### config.mk
export PLATFORM = sky130hd
export DESIGN_NAME = throttle_average_and_direction_flat
export DESIGN_NICKNAME = d
export VERILOG_FILES = /design/src/rtl/core/tad_pkg.sv /design/src/rtl/core/tad_if.sv /design/src/rtl/core/tad_cell.sv /design/src/rtl/core/tad_window.sv /design/src/rtl/core/throttle_average_and_direction.sv /design/src/flat_wrapper.sv
export SDC_FILE = /design/constraint.sdc
export NUM_CORES = 1
export LEC_CHECK = 0
export BUFFER_PORTS_ARGS = -buffer_cell sky130_fd_sc_hd__buf_4
export CAP_MARGIN = 20
export CORE_MARGIN = 4
export CORE_UTILIZATION = 63
export CTS_BUF_LIST = sky130_fd_sc_hd__clkbuf_4 sky130_fd_sc_hd__clkbuf_8
export CTS_CLUSTER_DIAMETER = 50
export DETAILED_ROUTE_END_ITERATION = 10
export PLACE_DENSITY = 0.8
export SYNTH_ARGS = -nofsm -noshare
export SYNTH_HDL_FRONTEND = slang
export SYNTH_HIERARCHICAL = 1
export SYNTH_SLANG_ARGS = --single-unit
### constraint.sdc
create_clock -name clock -period 6.7 [get_ports clock]
set_input_delay 0.335 -clock clock [delete_from_list [all_inputs] [get_ports clock]]
set_output_delay 0.335 -clock clock [all_outputs]
set_load 0.05 [all_outputs]
### src/rtl/core/tad_pkg.sv
// tad_pkg: constants, codes and shared types of the throttle average and
// direction block. No dependencies; used by every other file in rtl/core.
`default_nettype none

package tad_pkg;

   localparam int WINDOW_LOG2  = 3;
   localparam int WINDOW_DEPTH = 1 << WINDOW_LOG2;
   localparam int SAMPLE_W     = 8;
   localparam int SUM_W        = SAMPLE_W + WINDOW_LOG2;
   localparam int TICK_W       = 16;
   localparam int CSR_IDX_W    = 4;
   localparam int CSR_DATA_W   = 16;

   localparam logic [SAMPLE_W:0] ACCEPT_BAND = (SAMPLE_W + 1)'(10);
   localparam logic [7:0]        REJECT_MAX  = 8'hFF;

   localparam logic [7:0]  FRONT_RESET = 8'd89;
   localparam logic [7:0]  REAR_RESET  = 8'd86;
   localparam logic [15:0] WAIT_RESET  = 16'd10;
   localparam logic [7:0]  ERR_RESET   = 8'd5;

   typedef enum logic [1:0] {
      DIR_NEUTRAL = 2'd0,
      DIR_FORWARD = 2'd1,
      DIR_REAR    = 2'd2
   } direction_type;

   typedef enum logic [CSR_IDX_W-1:0] {
      CSR_FRONT_THRESHOLD = 4'd0,
      CSR_REAR_THRESHOLD  = 4'd1,
      CSR_WAIT_TICKS      = 4'd2,
      CSR_ERR_LIMIT       = 4'd3
   } csr_index_type;

   // window controls from the update logic
   typedef struct packed {
      logic                fill;
      logic                store;
      logic [SAMPLE_W-1:0] sample;
   } win_ctl_type;

   // averages seen by the update logic
   typedef struct packed {
      logic [SAMPLE_W-1:0] avg_cur;
      logic [SAMPLE_W-1:0] avg_new;
   } win_stat_type;

endpackage

`default_nettype wire

### src/rtl/core/tad_if.sv
// tad_if: valid/ready channel interfaces for the tick input, the result
// output and the register write port. Depends on tad_pkg.
`default_nettype none

interface tad_req_if;
   logic                          valid;
   logic                          ready;
   logic [tad_pkg::SAMPLE_W-1:0]  pulse_high_time;
   logic [7:0]                    throttle_reading;
   logic [7:0]                    run_mode;
   modport source (output valid, pulse_high_time, throttle_reading, run_mode, input ready);
   modport sink   (input valid, pulse_high_time, throttle_reading, run_mode, output ready);
endinterface

interface tad_rsp_if;
   logic                          valid;
   logic                          ready;
   logic [7:0]                    mode_out;
   tad_pkg::direction_type        direction;
   logic [tad_pkg::SAMPLE_W-1:0]  throttle_average;
   modport source (output valid, mode_out, direction, throttle_average, input ready);
   modport sink   (input valid, mode_out, direction, throttle_average, output ready);
endinterface

interface tad_csr_if;
   logic                             valid;
   logic                             ready;
   logic [tad_pkg::CSR_IDX_W-1:0]    index;
   logic [tad_pkg::CSR_DATA_W-1:0]   data;
   modport source (output valid, index, data, input ready);
   modport sink   (input valid, index, data, output ready);
endinterface

`default_nettype wire

### src/rtl/core/tad_cell.sv
// tad_cell: one window entry. Loads the fill sample or takes its
// neighbour's entry on a store. Depends on tad_pkg.
`default_nettype none

module tad_cell (
   input  wire logic                          clock,
   input  wire logic                          fill,
   input  wire logic                          shift,
   input  wire logic [tad_pkg::SAMPLE_W-1:0]  fill_data,
   input  wire logic [tad_pkg::SAMPLE_W-1:0]  prev_data,
   output      logic [tad_pkg::SAMPLE_W-1:0]  data
);

   logic [tad_pkg::SAMPLE_W-1:0] data_ff;
   logic [tad_pkg::SAMPLE_W-1:0] data_in;

   always_comb begin
      data_in = data_ff;
      if (fill) begin
         data_in = fill_data;
      end else if (shift) begin
         data_in = prev_data;
      end
   end

   always_ff @(posedge clock) begin
      data_ff <= data_in;
   end

   assign data = data_ff;

endmodule

`default_nettype wire

### src/rtl/core/tad_window.sv
// tad_window: row of tad_cell entries with the running window sum.
// The oldest entry leaves at the far end. Depends on tad_pkg, tad_cell.
`default_nettype none

module tad_window (
   input  wire logic                  clock,
   input  wire logic                  reset,
   input  wire tad_pkg::win_ctl_type  ctl,
   output      tad_pkg::win_stat_type stat
);

   logic [tad_pkg::SAMPLE_W-1:0] cell_data [tad_pkg::WINDOW_DEPTH];
   logic [tad_pkg::SUM_W-1:0]    sum_ff;
   logic [tad_pkg::SUM_W-1:0]    sum_in;

   for (genvar i = 0; i < tad_pkg::WINDOW_DEPTH; i++) begin : g_cell
      tad_cell u_cell (
         .clock     (clock),
         .fill      (ctl.fill),
         .shift     (ctl.store),
         .fill_data (ctl.sample),
         .prev_data ((i == 0) ? ctl.sample : cell_data[(i == 0) ? 0 : i - 1]),
         .data      (cell_data[i])
      );
   end

   always_comb begin
      sum_in = sum_ff;
      if (ctl.fill) begin
         sum_in = {ctl.sample, {tad_pkg::WINDOW_LOG2{1'b0}}};
      end else if (ctl.store) begin
         sum_in = sum_ff
                - tad_pkg::SUM_W'(cell_data[tad_pkg::WINDOW_DEPTH-1])
                + tad_pkg::SUM_W'(ctl.sample);
      end
   end

   always_ff @(posedge clock) begin
      if (reset) begin
         sum_ff <= '0;
      end else begin
         sum_ff <= sum_in;
      end
   end

   assign stat.avg_cur = sum_ff[tad_pkg::SUM_W-1:tad_pkg::WINDOW_LOG2];
   assign stat.avg_new = sum_in[tad_pkg::SUM_W-1:tad_pkg::WINDOW_LOG2];

endmodule

`default_nettype wire

### src/rtl/core/throttle_average_and_direction.sv
// throttle_average_and_direction: tick counting, direction, outlier
// rejection and result register around tad_window. Depends on tad_pkg, tad_if, tad_window.
//
//   channel  dir  transfer carries
//   req_chan in   pulse_high_time, throttle_reading, run_mode (one tick)
//   rsp_chan out  mode_out, direction, throttle_average
//   csr_chan in   index, data (register write, always ready)
//
// One tick per cycle while req_chan is ready; a tick that updates has its result
// in the output register on the next cycle, averaged from the new window sum.
// req_chan is ready whenever the output register is empty or being taken.
// Synchronous reset clears counters, sum and result valid and loads the register
// reset values; window entries fill on the first update.
`default_nettype none

module throttle_average_and_direction (
   input  wire logic  clock,
   input  wire logic  reset,
   tad_req_if.sink    req_chan,
   tad_rsp_if.source  rsp_chan,
   tad_csr_if.sink    csr_chan
);

   logic [7:0]                   front_ff, front_in;
   logic [7:0]                   rear_ff, rear_in;
   logic [tad_pkg::TICK_W-1:0]   wait_ff, wait_in;
   logic [7:0]                   err_ff, err_in;

   logic [tad_pkg::TICK_W-1:0]   tick_ff, tick_in;
   logic                         started_ff, started_in;
   logic [7:0]                   reject_ff, reject_in;

   logic                         rsp_valid_ff, rsp_valid_in;
   logic [7:0]                   mode_ff;
   tad_pkg::direction_type       dir_ff;
   logic [tad_pkg::SAMPLE_W-1:0] avg_ff;

   logic                         req_fire;
   logic                         update;
   logic [tad_pkg::TICK_W:0]     tick_next;
   logic                         in_band;
   tad_pkg::direction_type       dir_now;
   tad_pkg::win_ctl_type         win_ctl;
   tad_pkg::win_stat_type        win_stat;
   logic [tad_pkg::SAMPLE_W:0]   sample_x;
   logic [tad_pkg::SAMPLE_W:0]   avg_x;

   assign req_chan.ready = !rsp_valid_ff || rsp_chan.ready;
   assign req_fire       = req_chan.valid && req_chan.ready;
   assign csr_chan.ready = 1'b1;

   always_comb begin
      front_in = front_ff;
      rear_in  = rear_ff;
      wait_in  = wait_ff;
      err_in   = err_ff;
      if (csr_chan.valid) begin
         case (csr_chan.index)
            tad_pkg::CSR_FRONT_THRESHOLD: front_in = csr_chan.data[7:0];
            tad_pkg::CSR_REAR_THRESHOLD:  rear_in  = csr_chan.data[7:0];
            tad_pkg::CSR_WAIT_TICKS:      wait_in  = csr_chan.data[tad_pkg::TICK_W-1:0];
            tad_pkg::CSR_ERR_LIMIT:       err_in   = csr_chan.data[7:0];
            default: ;
         endcase
      end
   end

   assign tick_next = {1'b0, tick_ff} + (tad_pkg::TICK_W + 1)'(1);
   assign update    = req_fire && !(tick_next < {1'b0, wait_ff});

   always_comb begin
      if (req_chan.throttle_reading >= front_ff) begin
         dir_now = tad_pkg::DIR_FORWARD;
      end else if (req_chan.throttle_reading <= rear_ff) begin
         dir_now = tad_pkg::DIR_REAR;
      end else begin
         dir_now = tad_pkg::DIR_NEUTRAL;
      end
   end

   // strictly inside +-band of the current average
   assign sample_x = {1'b0, req_chan.pulse_high_time};
   assign avg_x    = {1'b0, win_stat.avg_cur};
   assign in_band  = (sample_x < avg_x + tad_pkg::ACCEPT_BAND)
                  && (sample_x + tad_pkg::ACCEPT_BAND > avg_x);

   always_comb begin
      win_ctl.fill   = update && !started_ff;
      win_ctl.store  = update && started_ff && (in_band || reject_ff > err_ff);
      win_ctl.sample = req_chan.pulse_high_time;
   end

   always_comb begin
      tick_in    = tick_ff;
      started_in = started_ff;
      reject_in  = reject_ff;
      if (req_fire) begin
         tick_in = update ? '0 : tick_next[tad_pkg::TICK_W-1:0];
      end
      if (win_ctl.fill) begin
         started_in = 1'b1;
      end
      if (win_ctl.store) begin
         reject_in = '0;
      end else if (update && started_ff && reject_ff != tad_pkg::REJECT_MAX) begin
         reject_in = reject_ff + 8'd1;
      end
   end

   always_comb begin
      rsp_valid_in = rsp_valid_ff;
      if (rsp_chan.ready) begin
         rsp_valid_in = 1'b0;
      end
      if (update) begin
         rsp_valid_in = 1'b1;
      end
   end

   tad_window u_window (
      .clock (clock),
      .reset (reset),
      .ctl   (win_ctl),
      .stat  (win_stat)
   );

   always_ff @(posedge clock) begin
      if (reset) begin
         front_ff     <= tad_pkg::FRONT_RESET;
         rear_ff      <= tad_pkg::REAR_RESET;
         wait_ff      <= tad_pkg::WAIT_RESET;
         err_ff       <= tad_pkg::ERR_RESET;
         tick_ff      <= '0;
         started_ff   <= 1'b0;
         reject_ff    <= '0;
         rsp_valid_ff <= 1'b0;
      end else begin
         front_ff     <= front_in;
         rear_ff      <= rear_in;
         wait_ff      <= wait_in;
         err_ff       <= err_in;
         tick_ff      <= tick_in;
         started_ff   <= started_in;
         reject_ff    <= reject_in;
         rsp_valid_ff <= rsp_valid_in;
      end
   end

   always_ff @(posedge clock) begin
      if (update) begin
         mode_ff <= req_chan.run_mode;
         dir_ff  <= dir_now;
         avg_ff  <= win_stat.avg_new;
      end
   end

   assign rsp_chan.valid            = rsp_valid_ff;
   assign rsp_chan.mode_out         = mode_ff;
   assign rsp_chan.direction        = dir_ff;
   assign rsp_chan.throttle_average = avg_ff;

   a_rsp_from_update: assert property (@(posedge clock) disable iff (reset)
      (rsp_valid_ff && !$past(rsp_valid_ff)) |-> $past(update))
      else $error("result appeared without an update");

   a_no_reject_before_fill: assert property (@(posedge clock) disable iff (reset)
      !started_ff |-> (reject_ff == '0))
      else $error("rejections counted before first fill");

   a_tick_cleared: assert property (@(posedge clock) disable iff (reset)
      $past(update) |-> (tick_ff == '0))
      else $error("tick count not cleared after update");

endmodule

`default_nettype wire

### src/flat_wrapper.sv
// flat-port wrapper written by rule: the top's interface ports become plain ports
module throttle_average_and_direction_flat 
  (clock, reset, req_chan_valid, req_chan_pulse_high_time, req_chan_throttle_reading, req_chan_run_mode, req_chan_ready, rsp_chan_valid, rsp_chan_mode_out, rsp_chan_direction, rsp_chan_throttle_average, rsp_chan_ready, csr_chan_valid, csr_chan_index, csr_chan_data, csr_chan_ready);
  tad_req_if req_chan_i ();
  tad_rsp_if rsp_chan_i ();
  tad_csr_if csr_chan_i ();
  input  wire logic clock;
  input  wire logic reset;
  input wire logic [$bits(req_chan_i.valid)-1:0] req_chan_valid;
  input wire logic [$bits(req_chan_i.pulse_high_time)-1:0] req_chan_pulse_high_time;
  input wire logic [$bits(req_chan_i.throttle_reading)-1:0] req_chan_throttle_reading;
  input wire logic [$bits(req_chan_i.run_mode)-1:0] req_chan_run_mode;
  output wire logic [$bits(req_chan_i.ready)-1:0] req_chan_ready;
  output wire logic [$bits(rsp_chan_i.valid)-1:0] rsp_chan_valid;
  output wire logic [$bits(rsp_chan_i.mode_out)-1:0] rsp_chan_mode_out;
  output wire logic [$bits(rsp_chan_i.direction)-1:0] rsp_chan_direction;
  output wire logic [$bits(rsp_chan_i.throttle_average)-1:0] rsp_chan_throttle_average;
  input wire logic [$bits(rsp_chan_i.ready)-1:0] rsp_chan_ready;
  input wire logic [$bits(csr_chan_i.valid)-1:0] csr_chan_valid;
  input wire logic [$bits(csr_chan_i.index)-1:0] csr_chan_index;
  input wire logic [$bits(csr_chan_i.data)-1:0] csr_chan_data;
  output wire logic [$bits(csr_chan_i.ready)-1:0] csr_chan_ready;
  assign req_chan_i.valid = req_chan_valid;
  assign req_chan_i.pulse_high_time = req_chan_pulse_high_time;
  assign req_chan_i.throttle_reading = req_chan_throttle_reading;
  assign req_chan_i.run_mode = req_chan_run_mode;
  assign req_chan_ready = req_chan_i.ready;
  assign rsp_chan_valid = rsp_chan_i.valid;
  assign rsp_chan_mode_out = rsp_chan_i.mode_out;
  assign rsp_chan_direction = rsp_chan_i.direction;
  assign rsp_chan_throttle_average = rsp_chan_i.throttle_average;
  assign rsp_chan_i.ready = rsp_chan_ready;
  assign csr_chan_i.valid = csr_chan_valid;
  assign csr_chan_i.index = csr_chan_index;
  assign csr_chan_i.data = csr_chan_data;
  assign csr_chan_ready = csr_chan_i.ready;
  throttle_average_and_direction u_core (.clock(clock), .reset(reset), .req_chan(req_chan_i), .rsp_chan(rsp_chan_i), .csr_chan(csr_chan_i));
endmodule
[Yosys cells after proc, flatten, opt, wreduce, memory -nomap -nowiden]
Cells that the tools add are included.
Storage, ports and cells
  bits in registers: 159
  input port bits: 49
  output and inout bits: 21
  word-level logic and storage cells: 80
Cells by class
  $add $sub $neg: 6
  magnitude comparators: 6
  equal/unequal tests: 4
  muxes and demuxes: 22
  reductions and logical operators: 21
Operator list (number)
  $mux 8: 16
  $mux 11: 2
  $add 8x4->9 const B: 2
  $add 16x1->17 const B: 1
  $lt 17x16->1: 1
  $mux 16: 1
  $add 11x8->11: 1
  $sub 11x8->11: 1
  $gt 9x8->1: 1
  $lt 8x9->1: 1
  $add 8x1->8 const B: 1
  $eq 4x2->1 const B: 2
  $ge 8x8->1: 1
  $gt 8x8->1: 1
  $le 8x8->1: 1
  $ne 8x8->1 const B: 1
  $reduce_and 2->1: 4
  $logic_and 1x1->1: 7
  $eq 4x1->1 const B: 1
  $logic_not 4->1: 1
  $reduce_bool 2->1: 2
  $reduce_or 2->1: 2
  $logic_not 1->1: 3
  $logic_or 1x1->1: 2
  2 further kinds: 3

[Depth between registers and ports, before layout]
  depth after elaboration: 8
  mapped depth: 20
  mapped depth without buffers: 18

[Hierarchy]
Netlist, hierarchy kept.
By module, submodules not included
  throttle_average_and_direction: instances 1, cells an instance 539, area each 4942.2 um^2, sequential area each 1861.8 um^2
  tad_cell: instances 8, cells an instance 18, area each 377.9 um^2, sequential area each 240.2 um^2
  tad_window: instances 1, cells an instance 181, area each 1373.8 um^2, sequential area each 220.2 um^2

[Worst setup path before layout]
Ideal clock, no wire load.
  kind: register to register
  start: register u_core/tick_ff[0] in the netlist's numbering
  end: register u_core.avg_ff (netlist bit u_core/rsp_chan.throttle_average[4]) (data pin)
  setup time: 0.265 ns
  arrival: 4.430 ns
  data required time: 6.435 ns
  setup slack: 2.005 ns
  cell stages (with the launch flop): 17
  path buffers: 1
  period minus slack after synthesis: 4.695 ns
  path through: dfxtp_1 -> ha_1 -> nand3_2 -> nor4_1 -> and3_1 -> nand3_1 -> xnor2_1 -> ha_1 -> nand3_1 -> or2_2 -> o21ai_0 -> nand2_1 -> nor2_1 -> clkbuf_1 -> nor2_1 -> and4b_1 -> or3_1
RTL lines
  from (decl): line throttle_average_and_direction.sv:29  | logic [tad_pkg::TICK_W-1:0] tick_ff, tick_in;
  from (signal assigned): line throttle_average_and_direction.sv:142  | tick_ff <= tick_in;
  to (signal assigned): line throttle_average_and_direction.sv:153  | avg_ff <= win_stat.avg_new;
  to (decl): line throttle_average_and_direction.sv:36  | logic [tad_pkg::SAMPLE_W-1:0] avg_ff;

==> summary.txt <==
Cells and area
  – Share of layout cells above drive strength 1: 0.202
  – Finished Core Util: 0.703
  – Diodes inserted: 0
  – FILL cells: 1074
  – Layout overhead on the synthesized area: 9.42%
  – Final #Nets: 1043

Global routing
  – Congestion Overflow GR: 0
  – Vias in the first global route: between 6000 and 7000
  – Largest net degree at the start of global routing: 57
  – Total GRT Usage: 0.215
  – First-pass GRT wire length: 28.9 mm
  – Initial antenna violation count: 0

Critical path
  – Crit path launch type: register
  – CP required: approximately 6800 ps
  – CP endpoint kind: register
  – CP delay by family, top: simple AND/OR/NAND/NOR gates
  – Crit-path max cell delay: 630 ps
  – CP arrival: 5140 ps
  – Crit Path Max Fanout: between 40 and 50
  – Crit-path slowest cell: buf_4
  – CP Cell Sequence: ha_1, nand3_2, nor4_1, and3_1, nand3_1, xnor2_1, ha_1, nand3_1, or2_2, o21ai_0, nand2_1, nor2_4, buf_4, or2_1
  – Crit path buffers/inverters: 1
  – Crit path kind: register to register

Yosys
  – Synth Register Bits: approximately 160
  – Dominant cell type by area after synthesis: edfxtp_1
  – Top cells by area, synth: edfxtp_1, dfxtp_1, mux2_4
  – Synthesized area per cell: ~11 sq um
  – Synth cell types: 73
  – Async set-reset flop share out of synthesis: 0
  – Sequential area share after synthesis: 0.429
  – Post-Syn Area: between 0.009 and 0.01 sq mm
  – Mapped Cells: 864
  – Share of the synthesized area in the top cell type: 0.264
  – Yosys Warn Count: 6
  – Post-Syn Nets: 990
  – Number of enable flip-flop cells after synthesis: 82
  – Ys flop type: edfxtp_1

Placed design
  – GP Congestion: ~0.86
  – Pre-CTS setup slack: between 1500 and 2000 ps
  – HPWL Detailed: 12.6 mm
  – PortBufs: 68

Power
  – VDD IR-drop max: approximately 0.12 mV
  – Pwr Density: 180 mW/mm^2
  – Leakage power: 4.21 nW

Floorplan
  – Row Count: 44
  – Initial core utilization: 0.643
  – Die Y: ~130 um
  – Die Span X: 130 um
  – Ports: 70
  – Die area: 0.0168 sq mm
  – Core Box Area: 0.0145 sq mm

Detailed routing
  – ANT nets after route: 0
  – Iteration count of the initial detailed-routing pass: 6
  – Routed wire length: 17.6 mm
  – DRT iter0 DRCs: 408
  – DRC viols: 0
  – Avg WL per Cell: 15.8 um
  – Vias post-DR: 6299
  – Drt via density: 5.65

Clock tree
  – Clock Sinks: 159
  – Worst skew pair latency: roughly 440 ps
  – Post-cts resize count: 0
  – Clk buf depth: 2
  – CTS Buf Count: 17
  – CTS tree: done
  – H-tree levels: 4
  – Root buf cell: clkbuf_8
  – Post-CTS setup buffer count: 0
  – CTS clk-pin slew, worst paths: around 80 ps
  – Hold buffers post-CTS: 0

Timing
  – Final hold vios: 0
  – PnR worst setup slack: 1670 ps
  – Clock Skews: 8.49 ps
  – Minimum clock period: roughly 5000 ps
  – Final period utilization: 0.751
  – Post-route setup TNS: 0 ps
  – Final setup fails: 0
  – Slew headroom: 0.511
  – Measured slew at the worst slew-check pin: 733 ps
  – Fmax: 199 MHz
  – Hold_ws: 63.7 ps
  – RSZ-0062 raised after global routing: no
  – Max-slew violations: 0

Job
  – Max_cap viols: 0

Worst hold path
  – Hold crit path type: primary input to register

Run status
  – Status: finished clean
-- cell usage in the layout (no fill, tap or decap), types with 10 or more instances in the layout --
cell type / count
xnor2_1: 18
nor3_1: 10
inv_1: 93
buf_4: 73
nand4_1: 10
nor2_1: 70
xor2_1: 23
clkbuf_8: 17
a21oi_1: 36
mux2_4: 64
a211oi_1: 12
ha_1: 69
edfxtp_1: 82
nand2_1: 41
a211o_1: 13
o21ai_0: 20
nand3_1: 28
dfxtp_1: 77
mux2i_1: 26
-- registers in the layout, summed over array words and instances, names as in the netlist, 11 cells and up --
signal / cells
u_core/tick_ff: 16
u_core/u_window/sum_ff: 11
u_core/wait_ff: 16
u_core/u_window/g_cell.u_cell/data: 64
-- kinds of logic after synthesis --
group	after synthesis	synth area share
compound gates	137	0.103
xor+xnor	41	0.0385
fa+ha+maj	77	0.110
buf+inv	132	0.0670
flops	159	0.429
mux	90	0.131
other cells	1	0.000402
simple gates	227	0.122
-- per-layer routing --
metal,track usage,share of wire,up-vias
met5,0,0,-
met4,0.0752,0.018,0
met2,0.348,0.47,151
met3,0.0434,0.049,31
li1,-,-,3155
met1,0.289,0.46,2962
-- final timing paths --
kind | startpoint | to | slack (ps) | cells after the start
hold reg to reg | u_core/rear_ff[7] | u_core/rear_ff[7] | 460 | 2
hold / removal | req_chan_run_mode[1] | u_core/rsp_chan.mode_out[1] | 60 | 1
setup reg to reg | u_core/tick_ff[0] | u_core/u_window/g_cell[4].u_cell/data[4] | 1670 | 14
setup / recovery | u_core/tick_ff[0] | u_core/u_window/g_cell[4].u_cell/data[4] | 1670 | 14
-- per-stage QoR --
stage               cells  power (W)  cell area (sq um)
floorplan             864    0.00115               9340
global placement     1082    0.00121               9860
detailed placement   1082    0.00121               9860
CTS                  1114    0.00186              10200
global route         1114    0.00192              10200
finish               1114    0.00184              10200
-- layout make-up --
cell class | count | area (sq um) | area share
multi-input cells | 573 | 4730 | 0.463
flip-flops and latches | 159 | 4000 | 0.392
repair buffers | 73 | 548 | 0.0536
inverters | 93 | 349 | 0.0342
clock buffers | 21 | 264 | 0.0258
well taps | 184 | 230 | 0.0225
clock inverters | 11 | 93.8 | 0.00918
-- synthesized netlist by cell type (3+ instances only) --
cell type,count
o21a_1,4
nand4_1,10
nor2b_1,8
xor2_1,23
or3_1,5
edfxtp_1,82
and3_1,7
nor3_1,10
nand3b_1,3
xnor2_1,18
mux2i_1,26
buf_6,11
fa_1,8
o31ai_1,6
nand2_1,41
a211o_1,13
clkbuf_1,11
mux2_4,64
or2_1,8
o21ai_0,20
buf_4,10
o211a_1,3
nand2b_1,6
and2_1,5
ha_1,69
dfxtp_1,77
a21o_1,9
or4_1,5
nor4_1,3
or2_2,4
inv_1,93
o22ai_1,3
a21oi_1,36
nor2_1,71
nand3_1,28
a211oi_1,12
-- report_power, final --
part	leakage [nW]	switching (W)	internal (W)
sequential	1.36	0.00000513	0.00102
combinational	2.68	0.0000916	0.0000727
clock	0.167	0.000337	0.000305
No activity file was read; power rests on OpenSTA's default activity.
